`src/rtl/core/multi_channel_strobe_timer_core_defines.svh`:
```
// assertion macros shared by the strobe timer rtl
`ifndef MULTI_CHANNEL_STROBE_TIMER_CORE_DEFINES_SVH
`define MULTI_CHANNEL_STROBE_TIMER_CORE_DEFINES_SVH

// same-cycle implication, checked on every rising edge outside reset
`define MCST_ASSERT_IMP(name, ante, cons) \
  name: assert property (@(posedge clk) disable iff (!rst_n) (ante) |-> (cons)) \
    else $error("mcst assertion failed");

// next-cycle implication, checked on every rising edge outside reset
`define MCST_ASSERT_NXT(name, ante, cons) \
  name: assert property (@(posedge clk) disable iff (!rst_n) (ante) |=> (cons)) \
    else $error("mcst assertion failed");

`endif

```
`src/rtl/core/mcst_pkg.sv`:
```
// types, constants and widths for the strobe timer
package mcst_pkg;

  localparam int CHANNELS = 4;
  localparam int CH_IDX_W = (CHANNELS > 1) ? $clog2(CHANNELS) : 1;
  localparam int CHAN_W   = 2;
  localparam int CMP_W    = (CH_IDX_W > CHAN_W) ? CH_IDX_W : CHAN_W;
  localparam int DRN_W    = (CHANNELS > 1) ? $clog2(CHANNELS) : 1;

  localparam int CNT_W    = 16;
  localparam int DUTY_W   = 7;
  localparam int MODE_W   = 2;
  localparam int KIND_W   = 2;
  localparam int PROD_W   = CNT_W + DUTY_W;

  // floor(x / 100) == (x * RECIP) >> RECIP_SHIFT for every x below 2**PROD_W
  localparam int RECIP_W     = 24;
  localparam int RECIP_SHIFT = 30;
  localparam logic [RECIP_W-1:0] RECIP = 24'd10737419;
  localparam int QUOT_W      = PROD_W + RECIP_W;

  localparam logic [DUTY_W-1:0] DUTY_MAX = 7'd100;

  localparam int IN_DATA_W  = 48;
  localparam int OUT_DATA_W = 8;

  typedef enum logic [MODE_W-1:0] {
    MODE_TICK  = 2'd0,
    MODE_START = 2'd1,
    MODE_STOP  = 2'd2,
    MODE_NONE  = 2'd3
  } mode_t;

  typedef enum logic [KIND_W-1:0] {
    KIND_LOW    = 2'd0,
    KIND_HIGH   = 2'd1,
    KIND_TOGGLE = 2'd2
  } kind_t;

  typedef enum logic [2:0] {
    OP_NONE  = 3'd0,
    OP_TICK  = 3'd1,
    OP_START = 3'd2,
    OP_STOP  = 3'd3,
    OP_SHIFT = 3'd4
  } cell_op_t;

  typedef struct packed {
    cell_op_t           op;
    logic [CHAN_W-1:0]  channel;
    logic [CNT_W-1:0]   duration;
    logic [CNT_W-1:0]   period;
    logic [CNT_W-1:0]   pulse;
  } cell_cmd_t;

  typedef struct packed {
    logic              valid;
    logic [CHAN_W-1:0] channel;
    kind_t             kind;
  } ev_t;

endpackage

```
`src/rtl/core/mcst_pulse.sv`:
```
// two-stage pulse point unit: period * duty / 100
module mcst_pulse (
  input  logic                        clk,
  input  logic [mcst_pkg::CNT_W-1:0]  period,
  input  logic [mcst_pkg::DUTY_W-1:0] duty,
  output logic [mcst_pkg::CNT_W-1:0]  pulse
);
  import mcst_pkg::*;

  logic [PROD_W-1:0] prod_r, prod_nxt;
  logic [QUOT_W-1:0] quot_r, quot_nxt;

  // first product, then division by 100 through the reciprocal
  assign prod_nxt = PROD_W'(period) * PROD_W'(duty);
  assign quot_nxt = QUOT_W'(prod_r) * QUOT_W'(RECIP);

  always_ff @(posedge clk) begin
    prod_r <= prod_nxt;
    quot_r <= quot_nxt;
  end

  assign pulse = quot_r[RECIP_SHIFT +: CNT_W];

endmodule

```
`src/rtl/core/mcst_cell.sv`:
```
// one channel cell: channel state, tick update and a stage of the event chain
module mcst_cell (
  input  logic                          clk,
  input  logic                          rst_n,
  input  logic [mcst_pkg::CH_IDX_W-1:0] cell_idx,
  input  mcst_pkg::cell_cmd_t           cmd,
  input  mcst_pkg::ev_t                 ev_in,
  output mcst_pkg::ev_t                 ev_out
);
  import mcst_pkg::*;
  `include "multi_channel_strobe_timer_core_defines.svh"

  logic [CNT_W-1:0] rem_r, rem_nxt;
  logic [CNT_W-1:0] phase_r, phase_nxt;
  logic [CNT_W-1:0] per_r, per_nxt;
  logic [CNT_W-1:0] pulse_r, pulse_nxt;
  ev_t              ev_r, ev_nxt;

  logic              sel;
  logic [CHAN_W-1:0] own_chan;
  logic [CNT_W:0]    ph_inc;
  logic [CNT_W-1:0]  ph_wrap;

  assign sel      = CMP_W'(cell_idx) == CMP_W'(cmd.channel);
  assign own_chan = CHAN_W'(CMP_W'(cell_idx));
  assign ph_inc   = {1'b0, phase_r} + (CNT_W+1)'(1);
  assign ph_wrap  = (ph_inc == {1'b0, per_r}) ? '0 : ph_inc[CNT_W-1:0];

  always_comb begin
    rem_nxt   = rem_r;
    phase_nxt = phase_r;
    per_nxt   = per_r;
    pulse_nxt = pulse_r;
    ev_nxt    = ev_r;
    case (cmd.op)
      OP_TICK: begin
        ev_nxt = '0;
        if (rem_r != '0) begin
          rem_nxt = rem_r - CNT_W'(1);
          if (rem_r == CNT_W'(1)) begin
            // expiry: only the low transfer, no toggle
            phase_nxt = '0;
            per_nxt   = '0;
            ev_nxt    = '{valid: 1'b1, channel: own_chan, kind: KIND_LOW};
          end else begin
            phase_nxt = ph_wrap;
            if (ph_wrap == pulse_r || ph_wrap == '0) begin
              ev_nxt = '{valid: 1'b1, channel: own_chan, kind: KIND_TOGGLE};
            end
          end
        end
      end
      OP_START: begin
        ev_nxt = '0;
        if (sel && rem_r == '0) begin
          rem_nxt   = cmd.duration;
          per_nxt   = cmd.period;
          pulse_nxt = cmd.pulse;
          phase_nxt = '0;
          ev_nxt    = '{valid: 1'b1, channel: own_chan, kind: KIND_HIGH};
        end
      end
      OP_STOP: begin
        ev_nxt = '0;
        if (sel) begin
          rem_nxt = '0;
          per_nxt = '0;
          ev_nxt  = '{valid: 1'b1, channel: own_chan, kind: KIND_LOW};
        end
      end
      OP_SHIFT: begin
        ev_nxt = ev_in;
      end
      default: begin
        ev_nxt = ev_r;
      end
    endcase
  end

  always_ff @(posedge clk) begin
    if (!rst_n) begin
      rem_r   <= '0;
      phase_r <= '0;
      per_r   <= '0;
      ev_r    <= '0;
    end else begin
      rem_r   <= rem_nxt;
      phase_r <= phase_nxt;
      per_r   <= per_nxt;
      ev_r    <= ev_nxt;
    end
  end

  always_ff @(posedge clk) begin
    pulse_r <= pulse_nxt;
  end

  assign ev_out = ev_r;

  // an idle channel has no period, an active one stays inside its period
  `MCST_ASSERT_IMP(a_idle_no_period, rem_r == '0, per_r == '0)
  `MCST_ASSERT_IMP(a_phase_in_period, rem_r != '0, phase_r < per_r)
  `MCST_ASSERT_NXT(a_stop_clears, cmd.op == OP_STOP && sel,
                   rem_r == '0 && ev_r.valid && ev_r.kind == KIND_LOW)

endmodule

```
`src/rtl/core/multi_channel_strobe_timer_core.sv`:
```
// top level of the multi-channel strobe timer
//
// input channel (in_*): one command per transfer. in_tuser carries the mode
// (tick, start, stop); in_tdata carries channel, duration, period and duty.
// start arms an idle channel (duration and period raised to 1, duty capped
// at 100) and gives a high transfer; stop clears a channel and gives low;
// tick updates every channel at once and gives low on expiry or toggle at
// the pulse point and at the period wrap, in channel order.
// result channel (out_*): out_tdata holds the channel, out_tuser the kind,
// out_tlast marks the final result of a command.
// timing: a command is taken in S_IDLE, a start passes the pulse-point
// multiplier in S_MUL and S_DIV, S_EXEC applies the command to all cells,
// then the event chain is shifted CHANNELS times toward cell 0. a shift
// waits while a full output register holds the head of the chain. a stalled
// receiver freezes the chain; no result is dropped. reset clears every
// channel to idle and empties the output.
module multi_channel_strobe_timer_core (
  input  logic                              clk,
  input  logic                              rst_n,
  input  logic                              in_tvalid,
  output logic                              in_tready,
  // [1:0] channel, [17:2] duration, [33:18] period, [40:34] duty, rest zero
  input  logic [mcst_pkg::IN_DATA_W-1:0]    in_tdata,
  // [1:0] mode
  input  logic [mcst_pkg::MODE_W-1:0]       in_tuser,
  output logic                              out_tvalid,
  input  logic                              out_tready,
  // [1:0] out_channel, rest zero
  output logic [mcst_pkg::OUT_DATA_W-1:0]   out_tdata,
  // [1:0] transition_kind
  output logic [mcst_pkg::KIND_W-1:0]       out_tuser,
  output logic                              out_tlast
);
  import mcst_pkg::*;
  `include "multi_channel_strobe_timer_core_defines.svh"

  typedef enum logic [4:0] {
    S_IDLE  = 5'b00001,
    S_MUL   = 5'b00010,
    S_DIV   = 5'b00100,
    S_EXEC  = 5'b01000,
    S_DRAIN = 5'b10000
  } state_t;

  state_t st_r, st_nxt;
  logic [DRN_W-1:0] cnt_r, cnt_nxt;

  // captured command
  mode_t             mode_r;
  logic [CHAN_W-1:0] chan_r;
  logic [CNT_W-1:0]  dur_r;
  logic [CNT_W-1:0]  per_r;
  logic [DUTY_W-1:0] duty_r;

  logic              in_xfer;
  logic [CHAN_W-1:0] in_chan;
  logic [CNT_W-1:0]  in_dur;
  logic [CNT_W-1:0]  in_per;
  logic [DUTY_W-1:0] in_duty;

  logic [CNT_W-1:0]  pulse;
  cell_cmd_t         cmd;
  ev_t               ev [CHANNELS];
  logic [CHANNELS-1:0] ev_valid_vec;

  // output register
  logic              out_valid_r, out_valid_nxt;
  logic [CHAN_W-1:0] out_chan_r;
  kind_t             out_kind_r;
  logic              out_last_r;

  logic out_free;
  logic emit;
  logic can_shift;
  logic more_behind;

  assign in_tready = (st_r == S_IDLE);
  assign in_xfer   = in_tvalid && in_tready;
  assign in_chan   = in_tdata[1:0];
  assign in_dur    = in_tdata[17:2];
  assign in_per    = in_tdata[33:18];
  assign in_duty   = in_tdata[40:34];

  always_ff @(posedge clk) begin
    if (in_xfer) begin
      mode_r <= mode_t'(in_tuser);
      chan_r <= in_chan;
      dur_r  <= (in_dur == '0) ? CNT_W'(1) : in_dur;
      per_r  <= (in_per == '0) ? CNT_W'(1) : in_per;
      duty_r <= (in_duty > DUTY_MAX) ? DUTY_MAX : in_duty;
    end
  end

  mcst_pulse u_pulse (
    .clk    (clk),
    .period (per_r),
    .duty   (duty_r),
    .pulse  (pulse)
  );

  // event chain: cell 0 is the head, the last cell takes an empty slot
  genvar gi;
  generate
    for (gi = 0; gi < CHANNELS; gi++) begin : g_cell
      ev_t ev_in_w;
      if (gi == CHANNELS - 1) begin : g_tail
        assign ev_in_w = '0;
      end else begin : g_link
        assign ev_in_w = ev[gi+1];
      end
      mcst_cell u_cell (
        .clk      (clk),
        .rst_n    (rst_n),
        .cell_idx (CH_IDX_W'(gi)),
        .cmd      (cmd),
        .ev_in    (ev_in_w),
        .ev_out   (ev[gi])
      );
      assign ev_valid_vec[gi] = ev[gi].valid;
    end
  endgenerate

  assign out_free    = !out_valid_r || out_tready;
  assign more_behind = (ev_valid_vec >> 1) != '0;
  assign emit        = (st_r == S_DRAIN) && ev[0].valid && out_free;
  assign can_shift   = (st_r == S_DRAIN) && (!ev[0].valid || out_free);

  // command to all cells
  always_comb begin
    cmd          = '0;
    cmd.op       = OP_NONE;
    cmd.channel  = chan_r;
    cmd.duration = dur_r;
    cmd.period   = per_r;
    cmd.pulse    = pulse;
    if (st_r == S_EXEC) begin
      case (mode_r)
        MODE_TICK:  cmd.op = OP_TICK;
        MODE_START: cmd.op = OP_START;
        MODE_STOP:  cmd.op = OP_STOP;
        default:    cmd.op = OP_NONE;
      endcase
    end else if (can_shift) begin
      cmd.op = OP_SHIFT;
    end
  end

  // sequencer
  always_comb begin
    st_nxt  = st_r;
    cnt_nxt = cnt_r;
    case (st_r)
      S_IDLE: begin
        if (in_xfer) begin
          st_nxt = (mode_t'(in_tuser) == MODE_START) ? S_MUL : S_EXEC;
        end
      end
      S_MUL: begin
        st_nxt = S_DIV;
      end
      S_DIV: begin
        st_nxt = S_EXEC;
      end
      S_EXEC: begin
        st_nxt  = S_DRAIN;
        cnt_nxt = '0;
      end
      S_DRAIN: begin
        if (can_shift) begin
          if (cnt_r == DRN_W'(CHANNELS - 1)) begin
            st_nxt = S_IDLE;
          end else begin
            cnt_nxt = cnt_r + DRN_W'(1);
          end
        end
      end
      default: begin
        st_nxt = S_IDLE;
      end
    endcase
  end

  always_comb begin
    out_valid_nxt = out_valid_r;
    if (emit) begin
      out_valid_nxt = 1'b1;
    end else if (out_tready) begin
      out_valid_nxt = 1'b0;
    end
  end

  always_ff @(posedge clk) begin
    if (!rst_n) begin
      st_r        <= S_IDLE;
      cnt_r       <= '0;
      out_valid_r <= 1'b0;
    end else begin
      st_r        <= st_nxt;
      cnt_r       <= cnt_nxt;
      out_valid_r <= out_valid_nxt;
    end
  end

  always_ff @(posedge clk) begin
    if (emit) begin
      out_chan_r <= ev[0].channel;
      out_kind_r <= ev[0].kind;
      out_last_r <= !more_behind;
    end
  end

  assign out_tvalid = out_valid_r;
  assign out_tdata  = OUT_DATA_W'(out_chan_r);
  assign out_tuser  = out_kind_r;
  assign out_tlast  = out_last_r;

  // a held head event must not be shifted away
  `MCST_ASSERT_IMP(a_hold_head, st_r == S_DRAIN && ev[0].valid && !out_free,
                   cmd.op == OP_NONE)
  // the chain is empty whenever a new command can be taken
  `MCST_ASSERT_IMP(a_idle_empty, st_r == S_IDLE, ev_valid_vec == '0)

endmodule
```
`config.mk`:
```
export PLATFORM = sky130hd
export DESIGN_NAME = multi_channel_strobe_timer_core
export DESIGN_NICKNAME = d
export VERILOG_FILES = /design/src/rtl/core/mcst_pkg.sv /design/src/rtl/core/mcst_pulse.sv /design/src/rtl/core/mcst_cell.sv /design/src/rtl/core/multi_channel_strobe_timer_core.sv
export VERILOG_INCLUDE_DIRS = /design/src /design/src/rtl/core
export SDC_FILE = /design/constraint.sdc
export NUM_CORES = 2
export LEC_CHECK = 0
export ABC_AREA = 1
export BUFFER_PORTS_ARGS = -buffer_cell sky130_fd_sc_hd__buf_2
export CORE_MARGIN = 4
export CORE_UTILIZATION = 60
export CTS_CLUSTER_SIZE = 16
export DETAILED_ROUTE_END_ITERATION = 7
export GPL_ROUTABILITY_DRIVEN = 0
export PLACE_DENSITY = 0.82
export SLEW_MARGIN = 20
export SYNTH_ARGS = -nofsm -noshare
export SYNTH_HDL_FRONTEND = slang
export SYNTH_HIERARCHICAL = 1
export SYNTH_SLANG_ARGS = --single-unit
```
`constraint.sdc`:
```
create_clock -name clk -period 6.9 [get_ports clk]
set_input_delay 0.345 -clock clk [delete_from_list [all_inputs] [get_ports clk]]
set_output_delay 0.345 -clock clk [all_outputs]
set_load 0.01 [all_outputs]
```
==> results by group <==
Synthesis
  • Area of the mapped netlist: ~34000 um^2
  • EDFF count, synth: roughly 110
  • Most instantiated cells after synthesis: 1109 x nand2_1, 826 x inv_1, 356 x nor2_1
  • Top FF cell, synth: dfxtp_1
  • Average cell area after synthesis: approximately 7.5 um^2
  • Top-area cell type share of the netlist area: 0.153
  • Synth top area cells: fa_1 15%, dfxtp_1 15%, nand2_1 12%
  • Share of synthesized area occupied by flip-flops and latches: 0.249
  • Instance count of the mapped netlist: ~4600
  • Distinct cells, synth: 48
  • Synth async-reset ratio: 0
  • Largest area contributor in the synthesized netlist: fa_1
  • Post-synthesis sequential element count: 371
  • Most frequent cell after synthesis: nand2_1
  • Warnings, synthesis: 6

Global route
  • All-Layer GR Usage: 0.310
  • Total congestion overflow after global routing: 0
  • First-pass GRT wire length: roughly 150 mm
  • Largest net degree at the start of global routing: between 40 and 50
  • Number of antenna violations at the first check in global routing: 4
  • Number of global-route vias before repair: around 30000

Floorplan
  • Die Span Y: about 250 um
  • Starting utilization of the core area: 0.608
  • IO Pins: 67
  • Core outline area: roughly 56000 um^2
  • # rows: 87
  • Total die area: slightly above 60000 um^2
  • Horizontal die dimension: between 200 and 250 um

Clock network
  • Deepest level of the CTS H-tree: 2
  • Root buf cell: clkbuf_16
  • Total clock sinks: between 300 and 400
  • TritonCTS clock tree: done
  • Number of buffers on the longest clock path: 3
  • Clock transition at the registers of the reported paths: roughly 0.070 ns
  • Number of buffers created by CTS: 40
  • Clock insertion delay at the later pin of the skew report: 0.59 ns

Timing
  • Worst clock skew: 0.0221 ns
  • Actual transition at the worst max-transition pin: between 1 and 1.5 ns
  • Number of failing hold endpoints at the final stage: 0
  • Highest clock frequency the design can meet: 0.167 GHz
  • Fin crit period: roughly 6.0 ns
  • Unrepaired setup endpoints after global routing: no
  • Final Max Tran Viols: 0
  • Worst hold-check slack: between 0.05 and 0.06 ns
  • Final worst path period share: 0.868
  • Worst slew margin: 0.183
  • Total Negative Setup Slacks: 0 ns
  • Final setup vio count: 0

Worst hold path
  • Endpoint of the worst hold-timing path: duty_r[2]$_SDFFCE_PN1P_
  • Worst hold path startpoint: in_tdata[36]
  • Min-delay worst type: primary input to flip-flop
  • Number of cells on the worst hold path: 2

Critical path
  • Path depth of the worst reg2reg path: 23
  • Crit path required time: between 7 and 8 ns
  • Capturing point of the worst reg2reg path: u_pulse/quot_r[40]$_DFF_P_
  • Setup CP Type: flip-flop to flip-flop
  • Data arrival time of the critical path: 6.47 ns
  • Critical path startpoint: u_pulse/prod_r[6]$_DFF_P_
  • Reg-to-reg slack, setup: roughly 0.91 ns
  • Kind of launch point of the worst setup path: flip-flop
  • Crit path max fanout: 7
  • Reg2Reg Launch Point: u_pulse/prod_r[6]$_DFF_P_
  • Nature of the critical path endpoint: flip-flop

Route
  • Routed WL per cell: between 15 and 20 um
  • Post-route DRC: 0
  • Post-route ant nets: 0
  • Overall via count from detail_route: roughly 31000
  • Number of detailed-route iterations in the first pass: 8
  • Total routed wirelength: 95.4 mm
  • Number of DRC violations after detailed-routing iteration 0: about 3100
  • Vias per cell: 5.73

Cells and area
  • Fraction of final layout cells sized beyond drive strength 1: 0.0610
  • Final net count: between 5000 and 6000
  • Number of fill cells in the layout: around 4700
  • Synthesis-to-finish area growth: 7.48%

Job
  • Number of maximum-capacitance violations: 0

Placed design
  • Post-detail-place hpwl: 71.2 mm
  • Port Buffers: between 50 and 60

Status
  • Status: finished clean
kinds of logic (layout without fill, tap and decap cells):
kind of cell | count (synthesis) | count (layout) | share of synthesized area
AND/OR/NAND/NOR | 2063 | 2063 | 0.266
buffers and inverters | 990 | 1033 | 0.111
adder cells (fa/ha/maj) | 560 | 560 | 0.261
AO/OA/AOI/OAI | 547 | 547 | 0.0960
flip-flops | 371 | 371 | 0.249
XOR/XNOR | 63 | 63 | 0.0161
other | 2 | 37 | 0.000219
final cells by class:
type	instances	area, um^2	area share
tap	756	946	0.0256
sequential	371	8550	0.232
timing repair buffer	109	788	0.0213
clock inverter	23	226	0.00613
clock buffer	51	1050	0.0285
multi-input combinational	3268	22200	0.600
inverter	850	3190	0.0864
antenna	2	5.00	0.000136
per-stage QoR:
stage	cell area, um^2	util	setup slack [ns]	std cells
3_5_place_dp	35200	0.624	1.00	5317
3_3_place_gp	35200	0.624	1.11	5317
5_1_grt	36900	0.653	0.480	5428
6_report	36900	0.654	0.911	5430
4_1_cts	36900	0.653	0.982	5427
2_1_floorplan	34500	-	1.54	4629
critical path, stage by stage (launching register included):
cell and delay [ns]:
dfxtp_1 0.58, inv_1 0.17, fa_1 0.53, inv_1 0.08, fa_1 0.51, inv_1 0.05
fa_1 0.48, fa_1 0.51, inv_1 0.05, fa_1 0.45, fa_1 0.55, inv_1 0.06
fa_1 0.47, inv_1 0.04, ha_1 0.30, nand2_1 0.13, nor2_1 0.24, nand2_1 0.10
nor2_1 0.09, nand3_1 0.08, nand3b_1 0.13, nand2_1 0.11, nand3_1 0.10, nand2_1 0.05
cell usage in the layout, fill, tap and decap left out, types with 5 or more instances in the layout:
| cell | count |
|---|---|
| o21bai_1 | 11 |
| dlygate4sd3_1 | 36 |
| ha_1 | 297 |
| edfxtp_1 | 112 |
| nand4_1 | 71 |
| nor2_4 | 23 |
| nand3b_2 | 12 |
| nand2_2 | 28 |
| clkinv_2 | 9 |
| nand3_2 | 14 |
| o21ai_1 | 6 |
| nor2_1 | 355 |
| a221oi_1 | 48 |
| a211oi_1 | 92 |
| dfxtp_1 | 259 |
| o21ai_0 | 81 |
| and2_1 | 5 |
| buf_2 | 53 |
| clkbuf_16 | 40 |
| a31oi_1 | 18 |
| o21ai_2 | 7 |
| xor2_1 | 40 |
| nor3_1 | 35 |
| inv_2 | 16 |
| xnor2_1 | 23 |
| buf_4 | 19 |
| nand3_1 | 293 |
| a21oi_1 | 260 |
| nand2_1 | 1109 |
| nor3_2 | 9 |
| fa_1 | 263 |
| inv_1 | 826 |
| conb_1 | 35 |
| nor4_1 | 18 |
| clkinv_1 | 12 |
| clkbuf_1 | 10 |
| nand3b_1 | 51 |
| nor2_2 | 30 |
metal layers:
metal	up-vias	GRT usage	part of all wire
met1	14600	0.395	0.40
met5	-	0	0.00012
met2	1449	0.512	0.47
li1	14800	-	-
met3	315	0.0581	0.086
met4	2	0.143	0.051
registers in the layout, indices dropped and copies added (netlist names), 5 cells and up:
name,count
per_r,16
st_r,5
g_cell.u_cell/ev_out,20
dur_r,16
g_cell.u_cell/phase_r,64
u_pulse/prod_r,23
g_cell.u_cell/pulse_r,64
g_cell.u_cell/rem_r,64
duty_r,7
g_cell.u_cell/per_r,64
u_pulse/quot_r,16
how the worst max path moves through the flow:
stage	depth (start not counted)	slack (ns)	to
2_1_floorplan	23	1.54	u_pulse/quot_r[43]$_DFF_P_
3_3_place_gp	23	1.11	u_pulse/quot_r[40]$_DFF_P_
3_5_place_dp	23	1.0	u_pulse/quot_r[40]$_DFF_P_
4_1_cts	23	0.98	u_pulse/quot_r[40]$_DFF_P_
5_1_grt	23	0.48	u_pulse/quot_r[40]$_DFF_P_
6_report	23	0.91	u_pulse/quot_r[40]$_DFF_P_
timing repair:
item / CTS / global route
endpoints found under the hold margin: 36 / 0
resized for setup: 0 / 0
hold buffers: 36 / 0
buffers inserted: 0 / 0
Power is left out: the tool's default activity adds up to more than one toggle a clock period on the data nets, which glitch-free logic cannot reach.
